File: config.mk
export PLATFORM = sky130hd
export DESIGN_NAME = matrix_keypad_scanner_flat
export DESIGN_NICKNAME = d
export VERILOG_FILES = /design/src/rtl/mks_pkg.sv /design/src/rtl/mks_if.sv /design/src/rtl/matrix_keypad_scanner.sv /design/src/rtl/mks_ctrl.sv /design/src/flat_wrapper.sv
export VERILOG_INCLUDE_DIRS = /design/src /design/src/rtl
export SDC_FILE = /design/constraint.sdc
export NUM_CORES = 1
export LEC_CHECK = 0
export ABC_AREA = 1
export BUFFER_PORTS_ARGS = -buffer_cell sky130_fd_sc_hd__buf_2
export CORE_MARGIN = 8
export CORE_UTILIZATION = 25
export CTS_BUF_LIST = sky130_fd_sc_hd__clkbuf_4 sky130_fd_sc_hd__clkbuf_8
export DETAILED_ROUTE_END_ITERATION = 10
export GPL_ROUTABILITY_DRIVEN = 1
export PLACE_DENSITY = 0.39
export SYNTH_ARGS = -nofsm -noshare
export SYNTH_HDL_FRONTEND = slang
export SYNTH_HIERARCHICAL = 1
export SYNTH_SLANG_ARGS = --single-unit
export TNS_END_PERCENT = 50
File: constraint.sdc
create_clock -name i_clk -period 4.42 [get_ports i_clk]
set_input_delay 0.663 -clock i_clk [delete_from_list [all_inputs] [get_ports i_clk]]
set_output_delay 0.663 -clock i_clk [all_outputs]
set_load 0.05 [all_outputs]
File: src/rtl/matrix_keypad_scanner_macros.svh
// ----------------------------------------------------------------------------
// Matrix keypad scanner assertion macros
// Clocked, reset-qualified property shorthands for the scanner RTL.
// ----------------------------------------------------------------------------
`ifndef MATRIX_KEYPAD_SCANNER_MACROS_SVH
`define MATRIX_KEYPAD_SCANNER_MACROS_SVH

// Same-cycle implication, checked out of reset
`define MKS_ASSERT_SAME(label, clk, rst_n, ante, cons) \
    label: assert property (@(posedge clk) disable iff (!(rst_n)) (ante) |-> (cons)) \
        else $error("matrix keypad scanner: same-cycle check failed");

// Next-cycle implication, checked out of reset
`define MKS_ASSERT_NEXT(label, clk, rst_n, ante, cons) \
    label: assert property (@(posedge clk) disable iff (!(rst_n)) (ante) |=> (cons)) \
        else $error("matrix keypad scanner: next-cycle check failed");

`endif

File: src/rtl/mks_pkg.sv
// ----------------------------------------------------------------------------
// Matrix keypad scanner package
// Geometry constants, scan phase type and the result record.
// ----------------------------------------------------------------------------
`default_nettype none

package mks_pkg;

    // Key matrix geometry
    localparam int ROWS    = 3;   // 1 .. 15
    localparam int COLUMNS = 7;   // 1 .. 8

    // Field widths
    localparam int COL_W   = 8;
    localparam int DRIVE_W = 15;
    localparam int CODE_W  = 8;
    localparam int IDX_W   = 4;
    localparam int DEB_W   = 20;

    localparam int CODE_ROW_SHIFT = 4;

    localparam logic [DEB_W-1:0]   DEBOUNCE_RESET = DEB_W'(10000);
    localparam logic [COL_W-1:0]   COL_MASK       = COL_W'((1 << COLUMNS) - 1);
    localparam logic [DRIVE_W-1:0] ROW_MASK       = DRIVE_W'((1 << ROWS) - 1);
    localparam logic [DRIVE_W-1:0] IDLE_DRIVE     = ~ROW_MASK;
    localparam logic [IDX_W-1:0]   ROWS_C         = IDX_W'(ROWS);

    typedef enum logic [1:0] {
        PH_IDLE = 2'd0,
        PH_WAIT = 2'd1,
        PH_SCAN = 2'd2
    } t_phase;

    typedef struct packed {
        logic [DRIVE_W-1:0] row_drive;
        logic               scan_done;
        logic [CODE_W-1:0]  key_code;
    } t_result;

endpackage

`default_nettype wire

File: src/rtl/mks_if.sv
// ----------------------------------------------------------------------------
// Matrix keypad scanner channels
// Column sample channel and scan result channel, valid/ready handshake.
// ----------------------------------------------------------------------------
`default_nettype none

interface mks_col_if;
    logic                      valid;
    logic                      ready;
    logic [mks_pkg::COL_W-1:0] column_levels;

    modport source (output valid, output column_levels, input ready);
    modport sink   (input valid, input column_levels, output ready);
endinterface

interface mks_res_if;
    logic                        valid;
    logic                        ready;
    logic [mks_pkg::DRIVE_W-1:0] row_drive;
    logic                        scan_done;
    logic [mks_pkg::CODE_W-1:0]  key_code;

    modport source (output valid, output row_drive, output scan_done, output key_code,
                    input ready);
    modport sink   (input valid, input row_drive, input scan_done, input key_code,
                     output ready);
endinterface

`default_nettype wire

File: src/rtl/matrix_keypad_scanner.sv
// ----------------------------------------------------------------------------
// Matrix keypad scanner
// Active-low key matrix scanner with debounce, one column sample per tick.
// ----------------------------------------------------------------------------
// Usage:
//   i_col carries one sample of the column lines per transfer. Every sample
//   yields exactly one result on o_res: the row drive to apply before the
//   next sample, a scan_done flag and the key code (row << 4 | column, both
//   from 1, zero for no key or when no scan finished).
//   A result is registered on its sample transfer and stays in the
//   output register until taken. A new sample is taken in every cycle in
//   which the output register is empty or being emptied, so the sustained
//   rate is one sample per cycle; the scan state update and the result
//   register sit in a single loop.
//   When the receiver stalls, i_col.ready drops and the scan state holds.
//   Reset (synchronous, active low) returns the scanner to idle, empties
//   the output register and sets the debounce
//   length to 10000 ticks. Write the length through i_cfg_wr_en and
//   i_cfg_wr_data only while no sample or result is in flight; a write
//   during a debounce wait applies from the next sample on.
// ----------------------------------------------------------------------------
`default_nettype none

`include "matrix_keypad_scanner_macros.svh"

module matrix_keypad_scanner (
    input  wire logic                      i_clk,
    input  wire logic                      i_rst_n,
    input  wire logic                      i_cfg_wr_en,
    input  wire logic [mks_pkg::DEB_W-1:0] i_cfg_wr_data,
    mks_col_if.sink                        i_col,
    mks_res_if.source                      o_res
);

    mks_pkg::t_result w_result;
    mks_pkg::t_result r_res;
    logic             r_out_valid;
    logic             w_in_ready;
    logic             w_accept;

    // Take a sample when the result slot is free or being freed
    assign w_in_ready  = !r_out_valid || o_res.ready;
    assign w_accept    = i_col.valid && w_in_ready;
    assign i_col.ready = w_in_ready;

    mks_ctrl u_ctrl (
        .i_clk           (i_clk),
        .i_rst_n         (i_rst_n),
        .i_cfg_wr_en     (i_cfg_wr_en),
        .i_cfg_wr_data   (i_cfg_wr_data),
        .i_accept        (w_accept),
        .i_column_levels (i_col.column_levels),
        .o_result        (w_result)
    );

    // Result register valid flag
    always_ff @(posedge i_clk) begin
        if (!i_rst_n) begin
            r_out_valid <= 1'b0;
        end else if (w_accept) begin
            r_out_valid <= 1'b1;
        end else if (o_res.ready) begin
            r_out_valid <= 1'b0;
        end
    end

    // Load result payload on each input transfer
    always_ff @(posedge i_clk) begin
        if (w_accept) begin
            r_res <= w_result;
        end
    end

    assign o_res.valid     = r_out_valid;
    assign o_res.row_drive = r_res.row_drive;
    assign o_res.scan_done = r_res.scan_done;
    assign o_res.key_code  = r_res.key_code;

    // A key code only comes with a finished scan
    `MKS_ASSERT_SAME(a_code_needs_done, i_clk, i_rst_n,
        r_out_valid && (r_res.key_code != '0), r_res.scan_done)
    // A finished scan always leaves all rows driven low
    `MKS_ASSERT_SAME(a_done_goes_idle, i_clk, i_rst_n,
        r_out_valid && r_res.scan_done, r_res.row_drive == mks_pkg::IDLE_DRIVE)
    // A full, stalled result register blocks new samples
    `MKS_ASSERT_SAME(a_no_overrun, i_clk, i_rst_n,
        r_out_valid && !o_res.ready, !w_accept)
    // Every sample transfer produces a pending result
    `MKS_ASSERT_NEXT(a_result_follows, i_clk, i_rst_n, w_accept, r_out_valid)

endmodule

`default_nettype wire

File: src/rtl/mks_ctrl.sv
// ----------------------------------------------------------------------------
// Matrix keypad scanner control
// Scan state machine: debounce wait, resample, row walk and key code.
// ----------------------------------------------------------------------------
`default_nettype none

module mks_ctrl (
    input  wire logic                          i_clk,
    input  wire logic                          i_rst_n,
    input  wire logic                          i_cfg_wr_en,
    input  wire logic [mks_pkg::DEB_W-1:0]     i_cfg_wr_data,
    input  wire logic                          i_accept,
    input  wire logic [mks_pkg::COL_W-1:0]     i_column_levels,
    output mks_pkg::t_result                   o_result
);

    mks_pkg::t_phase               r_phase, n_phase;
    logic [mks_pkg::IDX_W-1:0]     r_row, n_row;
    logic [mks_pkg::IDX_W-1:0]     r_col, n_col;
    logic [mks_pkg::DEB_W-1:0]     r_wait, n_wait;
    logic [mks_pkg::DEB_W-1:0]     r_debounce;

    logic [mks_pkg::COL_W-1:0]     w_low;
    logic                          w_single;
    logic [mks_pkg::IDX_W-1:0]     w_low_idx;
    logic [mks_pkg::IDX_W-1:0]     w_row_inc;

    // Pressed columns, and the number (from 1) of a single pressed column
    always_comb begin
        w_low     = ~i_column_levels & mks_pkg::COL_MASK;
        w_single  = (w_low != '0) && ((w_low & (w_low - 1'b1)) == '0);
        w_low_idx = '0;
        for (int i = 0; i < mks_pkg::COLUMNS; i++) begin
            if (w_low[i]) begin
                w_low_idx = w_low_idx | mks_pkg::IDX_W'(i + 1);
            end
        end
        w_row_inc = r_row + 1'b1;
    end

    // Next state and result for the current sample
    always_comb begin
        n_phase = r_phase;
        n_row   = r_row;
        n_col   = r_col;
        n_wait  = r_wait;
        o_result.scan_done = 1'b0;
        o_result.key_code  = '0;

        unique case (r_phase)
            mks_pkg::PH_WAIT: begin
                if (r_wait >= r_debounce) begin
                    if (w_single) begin
                        n_col   = w_low_idx;
                        n_row   = '0;
                        n_phase = mks_pkg::PH_SCAN;
                    end else begin
                        o_result.scan_done = 1'b1;
                        n_phase = mks_pkg::PH_IDLE;
                    end
                    n_wait = '0;
                end else begin
                    n_wait = r_wait + 1'b1;
                end
            end
            mks_pkg::PH_SCAN: begin
                if (w_low != '0) begin
                    o_result.scan_done = 1'b1;
                    o_result.key_code  = {w_row_inc, r_col};
                    n_phase = mks_pkg::PH_IDLE;
                end else if (w_row_inc >= mks_pkg::ROWS_C) begin
                    o_result.scan_done = 1'b1;
                    n_phase = mks_pkg::PH_IDLE;
                    n_row   = '0;
                end else begin
                    n_row = w_row_inc;
                end
            end
            default: begin
                n_phase = mks_pkg::PH_IDLE;
                if (w_low != '0) begin
                    n_phase = mks_pkg::PH_WAIT;
                    n_wait  = '0;
                end
            end
        endcase

        // Drive one row low while scanning, all rows low otherwise
        if (n_phase == mks_pkg::PH_SCAN) begin
            o_result.row_drive = ~(mks_pkg::DRIVE_W'(1) << n_row);
        end else begin
            o_result.row_drive = mks_pkg::IDLE_DRIVE;
        end
    end

    // Advance scan state on each transfer
    always_ff @(posedge i_clk) begin
        if (!i_rst_n) begin
            r_phase <= mks_pkg::PH_IDLE;
            r_row   <= '0;
            r_col   <= '0;
            r_wait  <= '0;
        end else if (i_accept) begin
            r_phase <= n_phase;
            r_row   <= n_row;
            r_col   <= n_col;
            r_wait  <= n_wait;
        end
    end

    // Hold the debounce length register
    always_ff @(posedge i_clk) begin
        if (!i_rst_n) begin
            r_debounce <= mks_pkg::DEBOUNCE_RESET;
        end else if (i_cfg_wr_en) begin
            r_debounce <= i_cfg_wr_data;
        end
    end

endmodule

`default_nettype wire
File: src/flat_wrapper.sv
// flat-port wrapper written by rule: the top's interface ports become plain ports
module matrix_keypad_scanner_flat 
  (i_clk, i_rst_n, i_cfg_wr_en, i_cfg_wr_data, i_col_valid, i_col_column_levels, i_col_ready, o_res_valid, o_res_row_drive, o_res_scan_done, o_res_key_code, o_res_ready);
  mks_col_if i_col_i ();
  mks_res_if o_res_i ();
  input  wire logic i_clk;
  input  wire logic i_rst_n;
  input  wire logic i_cfg_wr_en;
  input  wire logic [mks_pkg::DEB_W-1:0] i_cfg_wr_data;
  input wire logic [$bits(i_col_i.valid)-1:0] i_col_valid;
  input wire logic [$bits(i_col_i.column_levels)-1:0] i_col_column_levels;
  output wire logic [$bits(i_col_i.ready)-1:0] i_col_ready;
  output wire logic [$bits(o_res_i.valid)-1:0] o_res_valid;
  output wire logic [$bits(o_res_i.row_drive)-1:0] o_res_row_drive;
  output wire logic [$bits(o_res_i.scan_done)-1:0] o_res_scan_done;
  output wire logic [$bits(o_res_i.key_code)-1:0] o_res_key_code;
  input wire logic [$bits(o_res_i.ready)-1:0] o_res_ready;
  assign i_col_i.valid = i_col_valid;
  assign i_col_i.column_levels = i_col_column_levels;
  assign i_col_ready = i_col_i.ready;
  assign o_res_valid = o_res_i.valid;
  assign o_res_row_drive = o_res_i.row_drive;
  assign o_res_scan_done = o_res_i.scan_done;
  assign o_res_key_code = o_res_i.key_code;
  assign o_res_i.ready = o_res_ready;
  matrix_keypad_scanner u_core (.i_clk(i_clk), .i_rst_n(i_rst_n), .i_cfg_wr_en(i_cfg_wr_en), .i_cfg_wr_data(i_cfg_wr_data), .i_col(i_col_i), .o_res(o_res_i));
endmodule
==> results list, run 1 <==
- After synthesis, flip-flops and latches occupy between 40 and 50% of the total area.
- Initial detailed-routing violation count: approximately 150
- Crit Path Category: input port to register
- The min-delay analysis places its worst path in the category register to register.
* HPWL Detailed: around 7200 µm
- Type of destination of the critical path: register
* Crit Reg-Reg Startpoint: u_core/o_res.valid$_SDFFE_PN0P_
* Number of nets still failing antenna checks after routing: 0
- Fin. Hold Viols: 0
* Overall Global Routing Usage: under 10%
* Standard-cell row count: 46
- Fmax: about 380 MHz
* Skew-Pair Late Insertion Delay: roughly 0.37 ns
- Crit path DAT: between 2 and 3 ns
* Routability-driven placement congestion ratio: 0.775
- Port buffering added 57 buffers.
- In this run the vertical extent of the chip is 144 µm.
* CTS tree: done
- Count of different cell masters after synthesis: 38
- Critical-path cell with the highest stage delay: buf_4
- Static power due to leakage: between 0.002 and 0.0025 µW
* Per-instance average area after synthesis: about 7.9 µm²
* Crit start category: input port
- The endpoint identified for the worst register-to-register timing path is u_core/u_ctrl/r_wait[16]$_SDFFE_PN0P_.
* Die X: 144 µm
* Area of the die: roughly 21000 µm²
- Setup violations remaining at the end of the flow were counted as 0.
- Setup repair after global routing left no endpoint under its margin.
- In this run, CTS created clock tree buffers numbering 9.
* Number of gates resized after cts: 0
- Commonest non-fill, non-tap cells in the layout: 102 x nand2_1, 76 x inv_1, 57 x buf_2
- The core region is 15900 µm².
* Number of synthesized register bits: 74
- Post-route minimum period: between 2 and 3 ns
* Vias after detailed routing: approximately 3300
- Fraction of registers with async set or reset after synthesis: 0%
- Most common cell type on the critical path: nor2_1
- Clk Tree Root Cell: clkbuf_8
- Count of cells along the worst register-to-register path: 13
* Slowest stage delay, CP: 0.38 ns
- Count of yosys warnings during synthesis: 6
* Initial Util: ~26%
- The signal on the critical path passes through buf_2 > inv_1 > a21oi_4 > buf_4 > inv_1 > nor2_1 > nand2_1 > inv_2 > nand3_1 > nor2_1 > nand2_1 > nor2_1 > nand2_1 > nor2_1 > nor3_1.
* Iteration count of the initial detailed-routing pass: 4
- Final instance area: approximately 4800 µm²
- For flop-to-flop paths, the worst setup slack is roughly 1.8 ns.
- The synthesized netlist occupies a cell area of just over 4000 µm².
- Final Net Count: roughly 640
- In the final routed layout, each cell accounts on average for between 10 and 15 µm.
* H-tree levels: 3
* Actual slew at the worst max-slew pin: 0.840 ns
* Total setup buffers inserted after CTS: 0
* Most instantiated flip-flop cell in the synthesis netlist: dfxtp_1
- Number of instances in the synthesized netlist: a little over 500
* First-pass GRT wire length: 15700 µm
* Outcome: finished, final reports clean
- Worst slew margin: approximately 44%
* Summed negative setup slack over all endpoints: 0 ns
- Entering global routing, the biggest net connects 35 pins.
* Hold buffers post-CTS: 0
* Placed standard-cell area: between 4000 and 5000 µm²
* Worst clock skew: about 0.0093 ns
- Share of final-layout standard cells stronger than drive strength 1: 21.5%
* Worst path required time: ~4.7 ns
* Final routed wirelength across all metal layers: roughly 9500 µm
* Area growth from synthesis to layout: 16.9%
* Total power divided by cell area: ~300 nW/µm²
- Max capacitance violation total: 0
* Final period utilization: between 50% and 60%
- Ratio of routed vias to standard cells: around 4.1
- Pins over their slew limit: 0
- Counting along the longest clock path gives a buffer depth of 2.
* Antenna violations before repair: 0
- Clock transition time at the flip-flop clock pins of the worst setup and hold paths: roughly 0.080 ns
- End point of the critical path: u_core/u_ctrl/r_wait[16]$_SDFFE_PN0P_
- slightly below 60 I/O pins were placed.
- Most common cell after layout, fill and taps aside: nand2_1
- Number of enable-type register cells in the synthesized netlist: 24
- Remaining DRCs: 0
- Synthesized net count: 577
* Antenna diode instance count: 0
- The number of global-route vias before repair was 3258.
* Maximum fanout along the worst path: 34
* Maximum ir drop on the vdd rail: 0.105 mV
- After global routing the overflow that remains totals 0.
- The most critical setup path has its startpoint at i_col_valid.
- Clock tree synthesis found a total of 74 sinks.
-- worst min-delay path by stage --
stage                                                    from                                   to  slack, ns  cells after the start
after floorplan           u_core/u_ctrl/r_col[2]$_SDFFE_PN0P_  u_core/u_ctrl/r_col[2]$_SDFFE_PN0P_       0.43                      2
final                     u_core/u_ctrl/r_col[2]$_SDFFE_PN0P_  u_core/u_ctrl/r_col[2]$_SDFFE_PN0P_       0.46                      2
after global routing      u_core/u_ctrl/r_col[0]$_SDFFE_PN0P_  u_core/u_ctrl/r_col[0]$_SDFFE_PN0P_       0.48                      2
after detailed placement  u_core/u_ctrl/r_col[0]$_SDFFE_PN0P_  u_core/u_ctrl/r_col[0]$_SDFFE_PN0P_       0.45                      2
after global placement    u_core/u_ctrl/r_col[0]$_SDFFE_PN0P_  u_core/u_ctrl/r_col[0]$_SDFFE_PN0P_       0.44                      2
after CTS                 u_core/u_ctrl/r_col[0]$_SDFFE_PN0P_  u_core/u_ctrl/r_col[0]$_SDFFE_PN0P_       0.46                      2
-- kinds of logic (layout without fill, tap and decap cells) --
logic type	after synthesis	in the layout	share of synthesized area [%]
simple gates	224	224	26.4
buf+inv	97	160	9.24
compound gates	90	90	12.7
flops	74	74	42.2
fa+ha+maj	25	25	7.68
xor+xnor	8	8	1.72
other cells	1	1	0.0920
-- through the flow --
step	setup WS, ns	cells	util [%]	total power [µW]	hold WS, ns
CTS	1.78	798	30.0	1490	0.463
detailed placement	1.38	782	28.9	994	0.450
global route	1.46	798	30.0	1530	0.480
global placement	1.38	782	28.9	992	0.444
floorplan	1.03	519	-	931	0.430
finish	1.78	798	30.0	1450	0.459
-- synth_stat cells, types with 4 or more instances --
library cell | count | share of area [%]
nand2_1 | 102 | 9.4
inv_1 | 76 | 7.0
nor2_1 | 52 | 4.8
dfxtp_1 | 50 | 25
a21oi_1 | 43 | 5.3
o21ai_0 | 32 | 3.9
ha_1 | 25 | 7.7
edfxtp_1 | 24 | 18
nand3_1 | 19 | 2.3
nand2_2 | 12 | 1.8
inv_2 | 9 | 0.83
clkbuf_1 | 7 | 0.64
nor3_1 | 7 | 0.86
nand2_4 | 6 | 1.7
nand4_1 | 6 | 0.92
nor2_4 | 6 | 1.7
nor2_2 | 5 | 0.77
a211oi_1 | 4 | 0.74
xnor2_1 | 4 | 0.86
xor2_1 | 4 | 0.86
-- sequential cells by signal, summed over array words and instances, names as in the netlist --
| register | cells |
|---|---|
| u_core/o_res.key_code | 8 |
| u_core/o_res.row_drive | 15 |
| u_core/o_res.scan_done | 1 |
| u_core/o_res.valid | 1 |
| u_core/u_ctrl/r_col | 3 |
| u_core/u_ctrl/r_debounce | 20 |
| u_core/u_ctrl/r_phase | 2 |
| u_core/u_ctrl/r_row | 4 |
| u_core/u_ctrl/r_wait | 20 |
-- where the power goes --
group,switching (µW),internal (µW),leakage [µW]
registers,11.6,725,0.000621
clock network,271,201,0.0000810
logic,167,69.9,0.00137
-- cell type report --
type / count / area (µm²)
clock buffers: 9 / 124
multi-input cells: 348 / 1990
flip-flops and latches: 74 / 1720
well taps: 216 / 270
inverters: 86 / 323
fillers: 1781 / 11100
repair buffers: 58 / 293
clock inverters: 7 / 46.3
-- per-layer routing --
metal	GRT usage, %	wire length (µm)	up-vias
met5	0	0	-
met4	3.65	145	0
met3	3.09	430	11
met2	17.4	4760	37
met1	10.6	4170	1459
li1	-	-	1782
-- worst max-delay path, delay by kind of cell --
family / cells / cell delay, ns
simple gates: 9 / 1.22
buf+inv: 5 / 0.87
compound gates: 1 / 0.10
No activity file was read; power rests on OpenSTA's default activity.
==> run 2, diff against run 1 <==
Settings changed: ABC_AREA 1 to 0, PLACE_DENSITY 0.39 to 0.4.
Clock period 4.42 ns to 2.69 ns, I/O delays scaled along.
==> run 2 against run 1 <==
Effect of this change:
- wire length decreased by 0.55%
- combinational power up 31%
- flip-flop and latch count did not move
- worst setup slack worse by 1.7 ns
- total power up 64%
- sequential power increased by 63%
- register-to-register slack worse by 1.7 ns
- area after synthesis down 6.0%
- critical path depth down 5
- die area decreased by 5.4%
- first-iteration DRC count is 13% lower
- global-route usage grew 0.34 points
- critical endpoint is now u_core/o_res.row_drive[7]$_DFFE_PP_
- highest routed layer unchanged
==> results list, run 2 <==
* Outcome: finished, final reports clean
- Area fraction in compound gates after synthesis: 10.8%
- Reg area: around 1700 µm²
- Among all cell types in the netlist, the one instantiated most often is dfxtp_1.
* Clock transition time at the flip-flop clock pins of the worst setup and hold paths: roughly 0.08 ns
* Overall Global Routing Usage: roughly 10%
- First-pass GRT wire length: 15800 µm
- The final layout contains ~540 nets.
- Across the run, the number of max-cap violations was 0.
- Share of final-layout standard cells stronger than drive strength 1: about a third
- Switching part of the total power: between 20% and 30%
- The number of global-route vias before repair is approximately 3200.
* H-tree levels: 3
- Count of yosys warnings during synthesis: 6
* Standard-cell row count: 45
- Maximum ir drop on the vdd rail: roughly 0.25 mV
* Amount of wire on met2 after detailed routing: 4410 µm
* Final period utilization: 96.4%
* Number of enable-type register cells in the synthesized netlist: 24
- Multi-input gate area in the final layout: ~2200 µm²
* GRT overflow: 0
- For this block, the initial DRC count from the detailed router was ~130.
* Fraction of registers with async set or reset after synthesis: 0%
- Main combinational cell family by area after synthesis: simple AND/OR/NAND/NOR gates
- At the worst endpoint, the arrival time is 2.69 ns.
- Vias after detailed routing: 3068
- Comb power frac: between 10% and 20%
- The layout has around 1600 filler cells.
- Initial Util: between 20% and 30%
- Crit Path Category: register to register
- Area of the die: between 15000 and 20000 µm²
- The clock passes through at most 2 buffers.
- Internal Power: roughly 1800 µW
- Fin. Hold Viols: 0
- Antenna violations before repair: 0
- STA classifies the critical path startpoint as a register.
* Per-instance average area after synthesis: about 9.6 µm²
- Number of port buffers: 57
- Iteration count of the initial detailed-routing pass: 4
- After detailed routing, no signal wire sits above met4.
* Die X: 140 µm
- a little under 60 I/O pins were placed.
- Commonest non-fill, non-tap cells in the layout: 57 x buf_2, 48 x nor2_1, 37 x dfxtp_1
* Static power due to leakage: about 0.0019 µW
- Clk Tree Root Cell: clkbuf_8
- In the routed design, unresolved DRC markers number 0.
- Derived from the worst setup path, the maximum achievable clock frequency is 385 MHz.
- Area growth from synthesis to layout: 29.2%
- Sequential element share of the synthesized area: approximately 45%
* Summed instance area of the synthesized netlist: ~3800 µm²
* CTS sink cnt: 74
- The number of nets in the synthesized netlist is between 400 and 500.
* Sequential Power Share: about half
- Summed over its instances, the top area cell type makes up between 20% and 30% of the synthesized netlist area.
- Count of different cell masters after synthesis: 61
- Leaving out fill and tap cells, the most frequent cell in the layout is buf_2.
* Post-synth top cells: 50 x dfxtp_1, 49 x nor2_1, 28 x inv_1
* Maximum fanout along the worst path: 6
- Layout Utilization: between 30% and 40%
- TritonCTS created 9 clock buffers.
- Worst slew margin: 47.4%
- Metal-1 WL: about 4500 µm
* Clock share of power: a little over a third
- After synthesis the netlist holds a flip-flop and latch count of 74.
- Multiplexer area fraction after synthesis: around 4.2%
* Worst path required time: ~2.8 ns
- The design draws roughly 2400 µW.
- The synthesized netlist devotes ~8% of its cell area to adder and majority cells.
* Placeable core region: about 15000 µm²
- Power spread over the standard cell area amounts to around 480 nW/µm².
- Routability-driven placement congestion ratio: between 0.7 and 0.8
- In the post-synthesis netlist, the biggest area contributors are dfxtp_1 26%, edfxtp_1 19%, ha_1 8.2%.
- Pins over their slew limit: 0
* Post-synthesis xor/xnor area fraction: between 4 and 5%
- HPWL Detailed: 6910 µm
- Type of destination of the critical path: register
* Die Y: 140 µm
* Simple-gate area share of the yosys netlist: 22.5%
- Final setup violation count: 0
- Skew-Pair Late Insertion Delay: between 0.3 and 0.4 ns
- Actual slew at the worst max-slew pin: about 0.79 ns
- Net Switching: 612 µW
* Worst clock skew: between 0.007 and 0.008 ns
- Ratio of routed vias to standard cells: 4.57
- CTS tree: done
- Class of the worst hold path: input port to register
* Cell Count, Final, Fillers Out: 671
* Routed length on met3: roughly 420 µm
* Number of instances in the synthesized netlist: approximately 400
- The largest total area in the synthesized netlist belongs to dfxtp_1.
- The number of antenna diodes in the final layout is 0.
- Wire per inst: approximately 14 µm
- Among all flip-flop cells after synthesis, the most frequent one is dfxtp_1.
* Final routed wirelength across all metal layers: ~9500 µm
- The detail route stage leaves a number of antenna-violating nets equal to 0.
- Setup repair after global routing missed its margin: true
- Entering global routing, the biggest net connects 33 pins.
* Post-route minimum period: 2.59 ns
* Instance count after placement with tap cells included: between 600 and 700
-- run 2: changes by cell type in the layout (fill, tap and decap cells not counted), sizes merged, moves of 8 or more --
cell	change
nand2	-93
inv	-57
a21oi	-28
buf	+28
o21ai	-27
mux2i	+16
nor2	-15
nand4	+8
o211ai	+8
-- run 2: routing by layer --
metal,global-route usage [%],up-vias
met4,3.60,0
met5,0,-
met2,16.4,50
met3,3.56,8
met1,12.1,1429
li1,-,1581
-- run 2: cell families (layout without fill, tap and decap cells) --
kind of cell             count (synthesis)  in the layout
other                                    1              1
flip-flops                              74             74
AND/OR/NAND/NOR                        159            159
adder cells (fa/ha/maj)                 25             25
XOR/XNOR                                19             19
AO/OA/AOI/OAI                           59             59
multiplexers                            16             16
buffers and inverters                   44            130
-- run 2: stage by stage --
step           instance area (µm²)  setup TNS (ns)  setup slack [ns]  hold WS, ns
2_1_floorplan                 3840               0             0.122        0.427
4_1_cts                       4690               0           0.00252        0.223
6_report                      4950               0            0.0957        0.253
3_3_place_gp                  4460        -0.00852          -0.00852        0.439
3_5_place_dp                  4460         -0.0939           -0.0287        0.445
5_1_grt                       4950          -0.228           -0.0523        0.240
-- run 2: area by class of cell --
cell class	instances	area share, %
Timing Repair Buffer	86	10.3
Multi-Input combinational cell	279	43.9
Tap cell	188	4.75
Inverter	28	2.12
Clock buffer	12	2.96
Clock inverter	4	0.860
Sequential cell	74	35.1
-- run 2: worst paths after layout --
kind | start | cells past startpoint | slack (ns) | to
max | u_core/u_ctrl/r_debounce[17]$_SDFFE_PN0P_ | 10 | 0.1 | u_core/o_res.row_drive[7]$_DFFE_PP_
min reg2reg | u_core/u_ctrl/r_col[2]$_SDFFE_PN0P_ | 2 | 0.45 | u_core/u_ctrl/r_col[2]$_SDFFE_PN0P_
max reg2reg | u_core/u_ctrl/r_debounce[17]$_SDFFE_PN0P_ | 10 | 0.1 | u_core/o_res.row_drive[7]$_DFFE_PP_
min | i_cfg_wr_data[10] | 3 | 0.25 | u_core/u_ctrl/r_debounce[10]$_SDFFE_PN1P_
-- run 2: repair_timing --
action,CTS,global route
gates resized for setup,9,44
hold buffers,0,0
buffers inserted,0,3
endpoints found under the setup margin,11,13
pin swaps,7,15
cloned,1,0
-- run 2: worst max-delay path, stage by stage, from the launching register on --
cell      delay [ns]
dfxtp_2         0.34
inv_2           0.04
ha_4            0.27
nand4_4         0.16
nor4_4          0.33
a32oi_4         0.18
a311o_2         0.40
o221a_4         0.13
nor3_4          0.22
buf_6           0.15
nand4b_1        0.10
-- run 2: power by group through the flow --
stage	logic (µW)	registers [µW]	clock network, µW
floorplan	147	1270	0
global placement	282	1230	0
detailed placement	286	1230	0
CTS	289	1200	905
global route	346	1210	950
finish	311	1200	854
